===== config.mk =====
export PLATFORM = sky130hd
export DESIGN_NAME = cob_result_queue
export DESIGN_NICKNAME = d
export VERILOG_FILES = /design/src/rtl/cob_pkg.sv /design/src/rtl/cob_result_queue.sv
export SDC_FILE = /design/constraint.sdc
export NUM_CORES = 1
export LEC_CHECK = 0
export BUFFER_PORTS_ARGS = -buffer_cell sky130_fd_sc_hd__buf_2
export CAP_MARGIN = 20
export CORE_MARGIN = 8
export CORE_UTILIZATION = 50
export CTS_CLUSTER_DIAMETER = 150
export DETAILED_ROUTE_END_ITERATION = 12
export GPL_TIMING_DRIVEN = 0
export PLACE_DENSITY_LB_ADDON = 0.2
export SYNTH_ARGS = -nofsm -noshare
export SYNTH_HDL_FRONTEND = slang
export SYNTH_SLANG_ARGS = --single-unit

===== constraint.sdc =====
create_clock -name clk -period 3.6 [get_ports clk]
set_input_delay 0.18 -clock clk [delete_from_list [all_inputs] [get_ports clk]]
set_output_delay 0.18 -clock clk [all_outputs]
set_load 0.02 [all_outputs]

===== src/rtl/cob_pkg.sv =====
// Shared types, constants and helpers for the cursor overlay blend unit.
// No dependencies; imported by cob_result_queue and cursor_overlay_blend_unit.
package cob_pkg;

  localparam int CURSOR_MAX_SIDE_DEF = 64;
  localparam int FRAME_MAX_SIDE_DEF  = 8192;

  localparam int IDX_W    = 12;
  localparam int COORD_W  = 13;
  localparam int OFFS_W   = 14;
  localparam int SIDE_W   = 7;
  localparam int PIX_W    = 32;
  localparam int CFG_IDX_W = 3;

  // configuration register indexes
  localparam logic [CFG_IDX_W-1:0] CFG_ENABLE = 3'd0;
  localparam logic [CFG_IDX_W-1:0] CFG_LEFT   = 3'd1;
  localparam logic [CFG_IDX_W-1:0] CFG_TOP    = 3'd2;
  localparam logic [CFG_IDX_W-1:0] CFG_WIDTH  = 3'd3;
  localparam logic [CFG_IDX_W-1:0] CFG_HEIGHT = 3'd4;

  localparam logic MODE_WRITE = 1'b0;
  localparam logic MODE_BLEND = 1'b1;

  // result queue, power of two
  localparam int RES_QUEUE_DEPTH = 8;
  localparam int RQ_AW = $clog2(RES_QUEUE_DEPTH);

  typedef struct packed {
    logic [PIX_W-1:0] pixel;
    logic             blended;
  } cob_result_t;

  // floor(x / 255), exact for x up to 255 * 255
  function automatic logic [7:0] div255(input logic [15:0] x);
    logic [16:0] t;
    t = 17'(x) + 17'd1 + 17'(x[15:8]);
    return t[15:8];
  endfunction

endpackage


===== src/rtl/cob_result_queue.sv =====
// Result queue for the cursor overlay blend unit: holds finished items
// until the output side takes them. Depends on cob_pkg.
module cob_result_queue (
  input  logic                clk,
  input  logic                rst_n,
  input  logic                push,
  input  cob_pkg::cob_result_t push_data,
  input  logic                pop,
  output logic                not_empty,
  output cob_pkg::cob_result_t head
);
  import cob_pkg::*;

  cob_result_t     entries_r [RES_QUEUE_DEPTH];
  logic [RQ_AW:0]  wr_ptr_r;
  logic [RQ_AW:0]  rd_ptr_r;

  assign not_empty = (wr_ptr_r != rd_ptr_r);
  assign head      = entries_r[rd_ptr_r[RQ_AW-1:0]];

  always_ff @(posedge clk) begin
    if (!rst_n) begin
      wr_ptr_r <= '0;
      rd_ptr_r <= '0;
    end else begin
      if (push) wr_ptr_r <= wr_ptr_r + 1'b1;
      if (pop && not_empty) rd_ptr_r <= rd_ptr_r + 1'b1;
    end
  end

  always_ff @(posedge clk) begin
    if (push) entries_r[wr_ptr_r[RQ_AW-1:0]] <= push_data;
  end

endmodule


* Word level (Yosys, flattened, before mapping)
Memory sizes are Yosys's and may differ from the RTL's. A register that Yosys moved wholly into a read port is not among the register bits. Cells that the tools add are included.
Storage, ports and cells: flip-flop bits (word level) 8, memory bits (writable) 264, bits of input ports 37, output and inout port bits 34, memories kept 1
Memories:
- entries_r | words 8, width 33, read ports 1, clocked after Yosys merged registers in 1, write ports 1, line cob_result_queue.sv:14 | cob_result_t entries_r [RES_QUEUE_DEPTH];
Cells by class: add/sub/neg operators 2, equal/unequal tests 1, multiplexer cells 4, reductions and logical operators 1
Operators with widths (number):
- $add 4x1->4 const B | 2
- $mux 3 | 2
- $ne 4x4->1 | 1
- $mux 1 | 2
- $logic_and 1x1->1 | 1

* Longest topological paths before layout
depth in word-level cells 4, mapped depth 5, depth with buffers taken out 4

* Worst setup path after synthesis
Ideal clock, no wire load.
kind reg2reg, start register wr_ptr_r[1], end memory entries_r[0][0] (netlist name) (enable), setup time 464 ps, data arrival time 2796 ps, required time 3136 ps, slack 340 ps, stages on the path, launching flop included 3, path buffers 0, period minus slack after synthesis 3260 ps, path through dfxtp_1 -> nand2b_1 -> nor3_1
RTL lines:
- start, declared | line cob_result_queue.sv:15 | logic [RQ_AW:0] wr_ptr_r;
- start signal, assigned | line cob_result_queue.sv:26 | if (push) wr_ptr_r <= wr_ptr_r + 1'b1;
- end, declared | line cob_result_queue.sv:14
No word-level cell before the write port.

==> results.txt <==
- By count the netlist is led by sky130_fd_sc_hd__edfxtp_1, sky130_fd_sc_hd__mux4_2, sky130_fd_sc_hd__mux2_2.
- Summed over all instances, the cell type with the most area after synthesis is sky130_fd_sc_hd__edfxtp_1.
* Sequential fraction of design power: 49.8%
* WL/cell: 22.4 um
* Placement Cell Area: 11400 um2
* Total Power Consumption: 7.27 mW
- In this run the tightest slew margin relative to its limit is 31.6%.
- Setup repair after global routing left no endpoint under its margin.
- On the worst path, the slowest cell contributes a delay of 430 ps.
- The first global-routing pass estimated 30.9 mm of wire.
- Counting along the longest clock path gives a buffer depth of 3.
- Data required time of the worst path: 3420 ps
- Counting flops and latches in the post-synthesis netlist gives 275.
- At the worst endpoint, the arrival time is 2540 ps.
- Min cycle time layout: 2720 ps
- Summed over all nets, the switching power comes to 1.70 mW.
* Fraction of power spent switching nets: 23.4%
* Number of iterations in the first detailed-routing pass: 4
- Power per cell area: 579 nW/um2
- The run finished with clean final reports.
- After the first detailed-routing iteration, the DRC count stood at 368.
- Share of the synthesized area in the top cell type: 75.8%
* Final count of pins violating max slew: 0
* Warnings from Yosys: 0
* Initial antenna violation count: 0
- The total area inside the core boundary comes to 20800 um2.
* Max-capacitance violation count: 0
- Finish-stage setup viols: 0
- Sinks on Clock Net: 275
- At the pin with the least slew margin, the transition time is 1020 ps.
- In the routed layout, each cell is associated on average with a via count of 5.43.
* Cells taking the most area after synthesis: sky130_fd_sc_hd__edfxtp_1, sky130_fd_sc_hd__mux4_2, sky130_fd_sc_hd__mux2_2, sky130_fd_sc_hd__dfxtp_1, sky130_fd_sc_hd__mux4_1
- Walking the worst path, the cells encountered are clkbuf_1 > buf_2 > mux4_2 > mux2_2 > buf_2.
- Placed wire-length estimate: 12.1 mm
* Crit. End Element: output port
- The number of nets in the synthesized netlist is 481.
- From synthesis to final layout, the design area changed by 20.2%.
* Via count of the first global-routing pass: 5250
- The cell family contributing the most delay on the critical path is buffers and inverters.
* Global-route congestion overflow total: 0
- The post-route netlist has 38.8% of its cells at a drive strength greater than 1.
- Clock power frac: 34.7%
- Worst setup SP type: flop
- In this run the worst path has a maximum fanout of 10.
- Most frequently used flop master after synthesis: sky130_fd_sc_hd__edfxtp_1
- TritonCTS built the clock tree.
- Post-route fraction of the period consumed by the critical path: 75.7%
- Maximum clock frequency: 0.367 GHz
* Global-route total usage across every layer: 15.7%
- Most prevalent standard cell on the critical path: sky130_fd_sc_hd__buf_2
* H-Tree Depth: 1
- Synthesis produced a netlist whose cell count is 442.
- Largest net degree at the start of global routing: 26
- Synth cell types: 27
- The clock reaches the later pin of the worst-skew pair after 520 ps.
* Clock transition time at the flip-flop clock pins of the worst setup and hold paths: 60 ps
- Among all stages on the critical path, the largest delay is contributed by sky130_fd_sc_hd__clkbuf_1.
- Remaining DRCs: 0
* Count of flip-flops with a built-in enable after synthesis: 264
- Internal: 5.57 mW
* Async SR Flop Fraction: 0%
- Combinational Power Share: 15.5%
* Total Routed Length: 19.8 mm
- Of the synthesized area, sequential elements account for 77.9%.
* Mapped Avg Cell Area: 23.7 um2
- The total count of hold-check failures in the final report was 0.
* Clock Skew: 7.23 ps
* Number of inserted diodes: 0
- Antenna-violating nets left: 0
- In this run the cell area of the synthesized design comes to 10500 um2.
* Total negative slack: 0 ps
- The tree is rooted in a sky130_fd_sc_hd__clkbuf_16.
- Die height: 161 um
* Routability congestion estimate from global placement: 0.687
- The die covers 25800 um2.
- The worst setup path is of the reg2out kind.
* Overall via count from detail_route: 4804
- Num ports: 71
- Final cell area excluding filler cells: 12600 um2
- Number of placement rows: 53
- Most instantiated library cell after synthesis: sky130_fd_sc_hd__edfxtp_1
* Starting density of the core: 50.4%
* Leakage: 4.09 nW
- Buffers & Inverters on Critical Path: 3
- End-of-flow core utilization: 60.5%
* CTS buffer count: 27
- Port Buf Inserts: 70
- The die is 161 um wide.
* Final-stage net count: 627
- The worst-case IR drop observed on VDD is 0.388 mV.
- The path class of the tightest hold or removal check is in2reg.
## cell families after synthesis
logic type	synth area share [%]
adder cells (fa/ha/maj)	0.239
AO/OA/AOI/OAI	0.503
AND/OR/NAND/NOR	1.27
multiplexers	18.1
buffers and inverters	1.30
XOR/XNOR	0.670
flip-flops	77.9
## worst min-delay path, cell delays in order
cell,delay (ps)
sky130_fd_sc_hd__buf_2,140
sky130_fd_sc_hd__mux2i_1,90
sky130_fd_sc_hd__nor2b_1,100
## through the flow
step / cells / hold slack, ps / worst slack, ps
finish: 884 / 14.7 / 876
global route: 884 / 34.2 / 706
CTS: 884 / 5.23 / 810
detailed placement: 800 / 445 / 1310
global placement: 787 / 437 / -1970
floorplan: 442 / 279 / 340
## cell usage in the layout (no fill, tap or decap), types with 3 or more instances in the layout
| cell type | synthesis | final |
|---|---|---|
| sky130_fd_sc_hd__edfxtp_1 | 264 | 264 |
| sky130_fd_sc_hd__buf_2 | 7 | 77 |
| sky130_fd_sc_hd__mux4_2 | 60 | 60 |
| sky130_fd_sc_hd__dlygate4sd3_1 | 0 | 34 |
| sky130_fd_sc_hd__mux2_2 | 33 | 33 |
| sky130_fd_sc_hd__clkbuf_16 | 0 | 27 |
| sky130_fd_sc_hd__clkbuf_1 | 7 | 14 |
| sky130_fd_sc_hd__dfxtp_1 | 11 | 11 |
| sky130_fd_sc_hd__buf_6 | 5 | 8 |
| sky130_fd_sc_hd__clkinv_2 | 0 | 8 |
| sky130_fd_sc_hd__mux4_1 | 6 | 6 |
| sky130_fd_sc_hd__xnor2_1 | 6 | 6 |
| sky130_fd_sc_hd__nor2_4 | 0 | 6 |
| sky130_fd_sc_hd__and2_1 | 5 | 5 |
| sky130_fd_sc_hd__nand2_1 | 4 | 4 |
| sky130_fd_sc_hd__o21ai_0 | 4 | 4 |
| sky130_fd_sc_hd__clkinv_1 | 0 | 4 |
| sky130_fd_sc_hd__buf_12 | 0 | 4 |
| sky130_fd_sc_hd__nand2b_1 | 3 | 3 |
| sky130_fd_sc_hd__a21boi_1 | 3 | 3 |
| sky130_fd_sc_hd__buf_8 | 0 | 3 |
## final timing paths
kind         cells past startpoint  slack, ps         endpoint   startpoint
max                              5        880          head[2]         flop
min                              3         10      wr_ptr_r[1]         push
max reg2reg                      4       1330  entries_r[0][6]  wr_ptr_r[1]
min reg2reg                      2        520      rd_ptr_r[3]  rd_ptr_r[3]
## power by group through the flow
stage	registers, mW	logic, mW	clock network [mW]
after global routing	3.63	1.22	2.72
after floorplan	3.69	0.787	0
after global placement	3.70	1.08	0
final	3.62	1.13	2.52
after detailed placement	3.69	1.12	0
after CTS	3.62	1.16	2.58
## timing repair
action | 4_1_cts | 5_1_grt
endpoints found under the hold margin | 265 | 0
hold buffers | 34 | 0
resized for setup | 0 | 0
buffers inserted | 0 | 0
## cell type report
type,count,area [um2]
tap,275,344
clock inverter,14,71.3
timing repair buffer,117,912
fill,1451,8190
inverter,2,7.51
buffer,21,129
sequential,275,8150
clock buffer,36,729
multi-input combinational,144,2230
## sequential cells by signal (all words and copies together) (netlist names), named ones only
name / flops
wr_ptr_r: 4
rd_ptr_r: 4
entries_r: 264
## per-layer routing
metal	vias up	routed length [um]	track usage, %
li1	2150	-	-
met1	2495	8100	20.3
met2	129	10100	26.9
met3	30	1240	2.97
met4	0	338	4.16
met5	-	0	0
Note: power is estimated with default switching activity, not from simulation.
